==> src/rtl/anp_pkg.sv <==
// Package for the ASCII unsigned number parser: widths, character codes,
// the parse phase type and the structs passed between its modules.
// No dependencies.
`default_nettype none

package anp_pkg;

	// Width of the running value and of the number_value result field.
	localparam int VALUE_W = 32;
	localparam int NUM_W   = 32;
	// Extra head room for the times-ten-plus-digit sum.
	localparam int DEC_W   = VALUE_W + 4;
	localparam int DIGIT_W = 4;

	// Character codes.
	localparam logic [7:0] CH_NUL   = 8'h00;
	localparam logic [7:0] CH_TAB   = 8'h09;
	localparam logic [7:0] CH_SPACE = 8'h20;
	localparam logic [7:0] CH_ZERO  = 8'h30;
	localparam logic [7:0] CH_NINE  = 8'h39;
	localparam logic [7:0] CH_UP_A  = 8'h41;
	localparam logic [7:0] CH_UP_F  = 8'h46;
	localparam logic [7:0] CH_UP_X  = 8'h58;
	localparam logic [7:0] CH_LO_A  = 8'h61;
	localparam logic [7:0] CH_LO_F  = 8'h66;
	localparam logic [7:0] CH_LO_X  = 8'h78;

	// Letters a-f and A-F carry their value minus nine in the low nibble.
	localparam logic [DIGIT_W-1:0] LETTER_OFS = 4'd9;

	typedef enum logic [2:0] {
		PH_LEAD,
		PH_ZERO,
		PH_HEXSTART,
		PH_HEXDIG,
		PH_DECDIG,
		PH_TRAIL,
		PH_FAIL
	} phase_t;

	// Classification of one character.
	typedef struct packed {
		logic               is_nul;
		logic               is_blank;
		logic               is_zero;
		logic               is_x;
		logic               is_dec;
		logic               is_hex;
		logic [DIGIT_W-1:0] digit;
	} char_class_t;

	// One parse result.
	typedef struct packed {
		logic             valid_number;
		logic [NUM_W-1:0] number_value;
		logic             wrapped;
	} result_t;

endpackage

`default_nettype wire

==> src/rtl/anp_classify.sv <==
// Character classifier: decodes one byte into blank, digit and prefix flags
// and its digit value. Depends on anp_pkg.
`default_nettype none

module anp_classify
	import anp_pkg::*;
(
	input  wire logic [7:0]  char_code,
	output char_class_t      cls
);

	logic is_upper;
	logic is_lower;

	// Letter ranges for hexadecimal digits.
	assign is_upper = (char_code >= CH_UP_A) && (char_code <= CH_UP_F);
	assign is_lower = (char_code >= CH_LO_A) && (char_code <= CH_LO_F);

	// Flags and digit value.
	always_comb begin
		cls.is_nul   = (char_code == CH_NUL);
		cls.is_blank = (char_code == CH_SPACE) || (char_code == CH_TAB);
		cls.is_zero  = (char_code == CH_ZERO);
		cls.is_x     = (char_code == CH_LO_X) || (char_code == CH_UP_X);
		cls.is_dec   = (char_code >= CH_ZERO) && (char_code <= CH_NINE);
		cls.is_hex   = cls.is_dec || is_upper || is_lower;
		if (cls.is_dec) begin
			cls.digit = char_code[DIGIT_W-1:0];
		end else begin
			cls.digit = char_code[DIGIT_W-1:0] + LETTER_OFS;
		end
	end

endmodule

`default_nettype wire

==> src/rtl/anp_step.sv <==
// Parse state machine and value accumulator: applies one classified
// character per advance and forms the result on the terminating NUL.
// Depends on anp_pkg.
`default_nettype none

module anp_step
	import anp_pkg::*;
(
	input  wire logic        clk,
	input  wire logic        arst_n,
	input  wire logic        advance,
	input  wire char_class_t cls,
	input  wire logic        hex_en,
	output result_t          res
);

	phase_t               phase_q;
	phase_t               phase_d;
	logic [VALUE_W-1:0]   acc_q;
	logic [VALUE_W-1:0]   acc_d;
	logic                 ovf_q;
	logic                 ovf_d;
	logic                 add_dec;
	logic                 add_hex;
	logic [DEC_W-1:0]     dec_sum;
	logic                 ok;

	// Next phase.
	always_comb begin
		phase_d = phase_q;
		case (phase_q)
			PH_LEAD: begin
				if (cls.is_blank) begin
					phase_d = PH_LEAD;
				end else if (cls.is_zero) begin
					phase_d = PH_ZERO;
				end else if (cls.is_dec) begin
					phase_d = PH_DECDIG;
				end else begin
					phase_d = PH_FAIL;
				end
			end
			PH_ZERO: begin
				if (cls.is_x && hex_en) begin
					phase_d = PH_HEXSTART;
				end else if (cls.is_dec) begin
					phase_d = PH_DECDIG;
				end else if (cls.is_blank) begin
					phase_d = PH_TRAIL;
				end else begin
					phase_d = PH_FAIL;
				end
			end
			PH_HEXSTART: begin
				phase_d = cls.is_hex ? PH_HEXDIG : PH_FAIL;
			end
			PH_HEXDIG: begin
				if (cls.is_hex) begin
					phase_d = PH_HEXDIG;
				end else if (cls.is_blank) begin
					phase_d = PH_TRAIL;
				end else begin
					phase_d = PH_FAIL;
				end
			end
			PH_DECDIG: begin
				if (cls.is_dec) begin
					phase_d = PH_DECDIG;
				end else if (cls.is_blank) begin
					phase_d = PH_TRAIL;
				end else begin
					phase_d = PH_FAIL;
				end
			end
			PH_TRAIL: begin
				phase_d = cls.is_blank ? PH_TRAIL : PH_FAIL;
			end
			default: begin
				phase_d = PH_FAIL;
			end
		endcase
	end

	// Accumulate controls for the current phase and character.
	always_comb begin
		add_dec = 1'b0;
		add_hex = 1'b0;
		case (phase_q)
			PH_LEAD:     add_dec = cls.is_dec && !cls.is_zero;
			PH_ZERO:     add_dec = cls.is_dec && !(cls.is_x && hex_en);
			PH_DECDIG:   add_dec = cls.is_dec;
			PH_HEXSTART: add_hex = cls.is_hex;
			PH_HEXDIG:   add_hex = cls.is_hex;
			default: begin
				add_dec = 1'b0;
				add_hex = 1'b0;
			end
		endcase
	end

	// Times ten plus digit, with head room to see the wrap.
	assign dec_sum = ({{(DEC_W-VALUE_W){1'b0}}, acc_q} << 3)
		+ ({{(DEC_W-VALUE_W){1'b0}}, acc_q} << 1)
		+ {{(DEC_W-DIGIT_W){1'b0}}, cls.digit};

	// Value and wrap flag update.
	always_comb begin
		acc_d = acc_q;
		ovf_d = ovf_q;
		if (add_dec) begin
			acc_d = dec_sum[VALUE_W-1:0];
			ovf_d = ovf_q || (dec_sum[DEC_W-1:VALUE_W] != '0);
		end else if (add_hex) begin
			acc_d = {acc_q[VALUE_W-DIGIT_W-1:0], cls.digit};
			ovf_d = ovf_q || (acc_q[VALUE_W-1:VALUE_W-DIGIT_W] != '0);
		end
	end

	// Result on the terminating NUL.
	assign ok = (phase_q == PH_ZERO) || (phase_q == PH_DECDIG) ||
		(phase_q == PH_HEXDIG) || (phase_q == PH_TRAIL);

	always_comb begin
		res.valid_number = ok;
		res.number_value = ok ? NUM_W'(acc_q) : '0;
		res.wrapped      = ok && ovf_q;
	end

	// State registers; a NUL returns everything to the start of a string.
	always_ff @(posedge clk or negedge arst_n) begin
		if (!arst_n) begin
			phase_q <= PH_LEAD;
			acc_q   <= '0;
			ovf_q   <= 1'b0;
		end else if (advance) begin
			if (cls.is_nul) begin
				phase_q <= PH_LEAD;
				acc_q   <= '0;
				ovf_q   <= 1'b0;
			end else begin
				phase_q <= phase_d;
				acc_q   <= acc_d;
				ovf_q   <= ovf_d;
			end
		end
	end

	// A terminated string leaves a clean parse state behind.
	a_nul_clears: assert property (@(posedge clk) disable iff (!arst_n)
		advance && cls.is_nul |=> phase_q == PH_LEAD && acc_q == '0 && !ovf_q)
		else $error("parse state not cleared after NUL");

	// The wrap flag is only set once digits have been taken.
	a_ovf_phase: assert property (@(posedge clk) disable iff (!arst_n)
		ovf_q |-> (phase_q == PH_DECDIG || phase_q == PH_HEXDIG ||
			phase_q == PH_TRAIL || phase_q == PH_FAIL))
		else $error("wrap flag set before any digit");

	// Nothing accumulates while still skipping leading blanks.
	a_lead_zero: assert property (@(posedge clk) disable iff (!arst_n)
		phase_q == PH_LEAD |-> acc_q == '0)
		else $error("value nonzero in leading phase");

endmodule

`default_nettype wire

==> src/rtl/ascii_unsigned_number_parser_unit.sv <==
// A character transfer is registered in the input stage, then applied to the parse
// state; a NUL's result is registered in the result register once the slot is free.
// Throughput: one character per cycle, set by the parse step; input stalls only
// while a NUL waits behind an untaken result.
// Reset (arst_n low, asynchronous): both stages empty, parse state at leading
// blanks with a zero value, hex prefix enabled.
// Top level of the ASCII unsigned number parser; depends on anp_pkg,
// anp_classify and anp_step.
`default_nettype none

module ascii_unsigned_number_parser_unit
	import anp_pkg::*;
(
	input  wire logic             clk,
	input  wire logic             arst_n,
	input  wire logic             in_valid,
	output logic                  in_ready,
	input  wire logic [7:0]       char_code,
	output logic                  out_valid,
	input  wire logic             out_ready,
	output logic                  valid_number,
	output logic [NUM_W-1:0]      number_value,
	output logic                  wrapped,
	input  wire logic             cfg_valid,
	output logic                  cfg_ready,
	input  wire logic             hex_prefix_enable
);

	logic        char_valid_s1;
	logic [7:0]  char_s1;
	logic        hex_en_q;
	logic        out_valid_q;
	result_t     res_q;
	result_t     res;
	char_class_t cls;
	logic        out_free;
	logic        advance;

	// Configuration register is always writable.
	assign cfg_ready = 1'b1;

	always_ff @(posedge clk or negedge arst_n) begin
		if (!arst_n) begin
			hex_en_q <= 1'b1;
		end else if (cfg_valid) begin
			hex_en_q <= hex_prefix_enable;
		end
	end

	// Flow control: non-NUL characters always advance, a NUL needs the
	// result slot.
	assign out_free = !out_valid_q || out_ready;
	assign advance  = char_valid_s1 && (!cls.is_nul || out_free);
	assign in_ready = !char_valid_s1 || advance;

	// Input stage.
	always_ff @(posedge clk or negedge arst_n) begin
		if (!arst_n) begin
			char_valid_s1 <= 1'b0;
		end else if (in_ready) begin
			char_valid_s1 <= in_valid;
		end
	end

	always_ff @(posedge clk) begin
		if (in_ready && in_valid) begin
			char_s1 <= char_code;
		end
	end

	anp_classify u_classify (
		.char_code (char_s1),
		.cls       (cls)
	);

	anp_step u_step (
		.clk     (clk),
		.arst_n  (arst_n),
		.advance (advance),
		.cls     (cls),
		.hex_en  (hex_en_q),
		.res     (res)
	);

	// Result register.
	always_ff @(posedge clk or negedge arst_n) begin
		if (!arst_n) begin
			out_valid_q <= 1'b0;
		end else if (out_free) begin
			out_valid_q <= advance && cls.is_nul;
		end
	end

	always_ff @(posedge clk) begin
		if (advance && cls.is_nul) begin
			res_q <= res;
		end
	end

	assign out_valid    = out_valid_q;
	assign valid_number = res_q.valid_number;
	assign number_value = res_q.number_value;
	assign wrapped      = res_q.wrapped;

	// A NUL never overwrites a result that is still waiting.
	a_nul_stall: assert property (@(posedge clk) disable iff (!arst_n)
		char_valid_s1 && cls.is_nul && out_valid_q && !out_ready |-> !in_ready)
		else $error("NUL accepted over a pending result");

	// An invalid result carries zero value and no wrap.
	a_invalid_zero: assert property (@(posedge clk) disable iff (!arst_n)
		out_valid_q && !valid_number |-> number_value == '0 && !wrapped)
		else $error("invalid result with nonzero fields");

	// A result appears only after a NUL was processed.
	a_result_src: assert property (@(posedge clk) disable iff (!arst_n)
		$rose(out_valid_q) |-> $past(advance && cls.is_nul))
		else $error("result without terminating NUL");

endmodule

`default_nettype wire

==> config.mk <==
export PLATFORM = sky130hd
export DESIGN_NAME = ascii_unsigned_number_parser_unit
export DESIGN_NICKNAME = d
export VERILOG_FILES = /design/src/rtl/anp_pkg.sv /design/src/rtl/anp_classify.sv /design/src/rtl/anp_step.sv /design/src/rtl/ascii_unsigned_number_parser_unit.sv
export SDC_FILE = /design/constraint.sdc
export NUM_CORES = 1
export LEC_CHECK = 0
export ABC_AREA = 1
export BUFFER_PORTS_ARGS = -buffer_cell sky130_fd_sc_hd__buf_2
export CAP_MARGIN = 30
export CORE_MARGIN = 5
export CORE_UTILIZATION = 50
export DETAILED_ROUTE_END_ITERATION = 6
export PLACE_DENSITY_LB_ADDON = 0.2
export SLEW_MARGIN = 40
export SYNTH_ARGS = -nofsm -noshare
export SYNTH_HDL_FRONTEND = slang
export SYNTH_SLANG_ARGS = --single-unit
==> constraint.sdc <==
create_clock -name clk -period 4.65 [get_ports clk]
set_clock_uncertainty 0.2 [all_clocks]
set_input_delay 0.2325 -clock clk [delete_from_list [all_inputs] [get_ports clk]]
set_output_delay 0.2325 -clock clk [all_outputs]
set_load 0.005 [all_outputs]
==> results.md <==
* Power density relative to cell area at around 760 nW/µm²
* Post-synthesis instance total at 862
* GRT overflow at 0
* DRC viols at 0
* Height of the die at roughly 120 µm
* Worst reg2reg path depth at 24
* Worst reg-to-reg setup slack at around 0.49 ns
* CP startpoint kind: flip-flop
* CTS tree: done
* Critical Path End Type: flip-flop
* Total half-perimeter wirelength after legalization and detailed placement at 11.8 mm
* Synth cell types at 41
* Combinational fraction of design power at 0.692
* Type of the worst setup path: flip-flop to flip-flop
* Detail-routed net length per standard cell at around 14 µm
* Fraction of the yosys area taken by sequential cells at 0.350
* Detailed Route WL at about 16 mm
* Number of synthesized flops with an enable pin at between 40 and 50
* Met3 wirelength from detailed routing at ~560 µm
* Number of ports placed on the die boundary at between 50 and 60
* Transition time at the pin with the least slew margin at 0.766 ns
* Nets@finish at about 1000
* RSZ-0062 raised after global routing: false
* Length of routed met2 wiring at between 7 and 8 mm
* Clock sink count at 81
* Fill cell count at about 1200
* Cell at the root of the clock tree: clkbuf_16
* Internal Power at ~0.0026 W
* Max Freq at around 0.24 GHz
* Worst slew margin at 0.488
* Total of flip-flops plus latches after synthesis at ~80
* IO Port Bufs at 49
* Post-synthesis net count at ~950
* Portion of the clock cycle consumed by the worst path in the final layout at 0.895
* Die W at ~120 µm
* Setup TNS at 0 ns
* Async SR Flop Fraction at 0.481
* P_leak at 3.61 nW
* Clk pwr share at 0.123
* Detailed-routing wirelength on met1 at just over 7 mm
* Type of the worst min-delay path: input port to async pin
* Capture point of the worst reg-to-reg path: u_step.acc_q[30]$_DFFE_PN0P_
* Worst hold slack after final layout at 0.216 ns
* Critical register-to-register path startpoint: char_s1[0]$_DFFE_PP_
* Final-report hold violation count at 0
* Gr usage total at 0.221
* Layout-stage area growth over the synthesis result at 12.3%
* Core area at ~13000 µm²
* Routed via count divided by cell count at 5.17
* Switching share of total power at 0.523
* Critical path required time at about 4.7 ns
* Global-route wire length before repair at about 26 mm
* Post CTS Setup Buffer Count at 0
* Maximum number of pins on one net before global-route repair at 44
* Initial antenna violation count at 0
* Final weighted congestion in routability-driven placement at about 1.0
* Commonest non-fill, non-tap cell in the layout: nand2_1
* Maximum resistive drop on vdd at roughly 0.28 mV
* Final setup violating endpoints at 0
* Worst-path maximum fanout at 6
* Dominant synthesized flop cell: edfxtp_1
* Post-route antenna net violation count at 0
* Clock tree buffer depth at 2
* Total CTS buffers at 9
* Syn avg cell area at roughly 7.4 µm²
* Top routing layer in use: met4
* Die area at between 15000 and 20000 µm²
* Switching power of the nets at 0.00284 W
* Post-route minimum period at 4.16 ns
* Insertion delay to the later sink of the worst-skew pair at 0.35 ns
* Relative contribution of sequential cells to total power at 0.184
* Maximum level of the CTS H-tree at 3
* Max-cap violations at 0
* Final Total Pwr at around 0.0054 W
* Cell area after synthesis at between 6000 and 7000 µm²
* Final Max Tran Viols at 0
* Number of vias in the routed layout at roughly 5700
* Worst Path Arrival at about 4.2 ns
* Number of antenna repair diodes at 0
* Status: complete, no violations
* Most frequent cells in the layout: nand2_1, inv_1, nor2_1
* Clock-pin slew reported for the worst setup and hold paths after clock tree synthesis at around 0.06 ns
* Initial Util at 0.509
* Floorplan row count at 41
* Drt initial violations at ~320
* Number of global-route vias before repair at between 5000 and 6000
* Total of warnings raised by yosys at 0
* Initial DRT Pass Iterations at 5
* Fraction of layout instances using a drive strength above 1 at 0.108
power groups by stage:
stage	clock network, W	registers [W]	logic [W]
3_3_place_gp	0	0.00101	0.00368
3_5_place_dp	0	0.00101	0.00368
5_1_grt	0.000713	0.00101	0.00429
2_1_floorplan	0	0.000971	0.00287
4_1_cts	0.000684	0.000996	0.00373
6_report	0.000670	0.000999	0.00376
state kept, by name, summed over array words and instances, names as in the netlist:
signal / flops
out_valid: 1
u_step.ovf_q: 1
number_value: 32
u_step.acc_q: 32
char_valid_s1: 1
char_s1: 8
valid_number: 1
u_step.phase_q: 3
wrapped: 1
hex_en_q: 1
area by class of cell:
cell class | count | area [µm²] | area share
multi-input combinational | 628 | 3550 | 0.495
sequential | 81 | 2240 | 0.312
inverter | 136 | 510 | 0.0711
timing repair buffer | 64 | 393 | 0.0547
clock buffer | 16 | 272 | 0.0378
tap | 172 | 215 | 0.0300
how the worst max path moves through the flow:
stage / cells past startpoint / slack, ns / from / endpoint
after floorplan: 24 / 0.99 / char_s1[0]$_DFFE_PP_ / u_step.acc_q[28]$_DFFE_PN0P_
after global placement: 24 / 0.67 / char_s1[0]$_DFFE_PP_ / u_step.acc_q[28]$_DFFE_PN0P_
after detailed placement: 24 / 0.56 / char_s1[0]$_DFFE_PP_ / u_step.acc_q[30]$_DFFE_PN0P_
after CTS: 24 / 0.45 / char_s1[0]$_DFFE_PP_ / u_step.acc_q[20]$_DFFE_PN0P_
after global routing: 24 / 0.08 / char_s1[0]$_DFFE_PP_ / u_step.acc_q[20]$_DFFE_PN0P_
final: 24 / 0.49 / char_s1[0]$_DFFE_PP_ / u_step.acc_q[30]$_DFFE_PN0P_
stage by stage:
step / worst slack (ns) / instance area, µm² / utilization / cells
final: 0.489 / 7180 / 0.571 / 1097
after detailed placement: 0.555 / 6770 / 0.539 / 1068
after global placement: 0.671 / 6770 / 0.538 / 1068
after CTS: 0.451 / 7170 / 0.571 / 1097
after floorplan: 0.992 / 6390 / - / 862
after global routing: 0.0820 / 7180 / 0.571 / 1097
per-layer routing:
layer,vias up,global-route usage
met2,108,0.374
met4,0,0.0844
met1,2630,0.287
met3,18,0.0329
li1,2919,-
met5,-,0
repair_timing:
item,4_1_cts,5_1_grt
setup endpoints to repair,0,1
hold buffers,13,0
hold endpoints to repair,49,0
gates resized for setup,0,1
Yosys cell counts, drive strengths merged (2+ instances only):
library cell / n / area share
a31o: 2 / 0.0027
ha: 67 / 0.13
nor3: 14 / 0.012
nor2: 106 / 0.064
xor2: 16 / 0.022
o22ai: 15 / 0.023
a21o: 3 / 0.0035
nand3: 42 / 0.036
o21ai: 52 / 0.041
o21bai: 5 / 0.0059
clkbuf: 5 / 0.0029
nand2: 225 / 0.14
a21oi: 57 / 0.045
nand4: 7 / 0.0068
edfxtp: 42 / 0.20
a31oi: 2 / 0.0029
buf: 12 / 0.014
fa: 2 / 0.0063
nor4: 3 / 0.0029
inv: 136 / 0.080
dfrtp: 38 / 0.15
or2: 3 / 0.0029
xnor2: 3 / 0.0041
kinds of logic after synthesis:
group	count (synthesis)	share of synthesized area
xor+xnor	19	0.0260
fa+ha+maj	69	0.137
other cells	1	0.000587
simple gates	401	0.261
flops	81	0.350
compound gates	137	0.127
mux	1	0.00176
buf+inv	153	0.0965
worst max-delay path, stage by stage, from the launching register on:
cell	delay, ns
edfxtp_1	0.37
inv_1	0.10
ha_1	0.23
a21oi_1	0.17
nand2_1	0.08
nand2_2	0.12
inv_1	0.09
nor2_1	0.11
xor2_1	0.15
inv_1	0.07
fa_1	0.51
inv_1	0.07
fa_1	0.44
inv_1	0.08
nand3_1	0.06
nand2_1	0.12
nand2_1	0.06
nand2_1	0.13
nand3_1	0.10
nand3_1	0.15
nand3_1	0.12
nand2_1	0.14
nor2_1	0.05
o21ai_0	0.20
nand2_1	0.08
No activity file was read; power rests on OpenSTA's default activity.
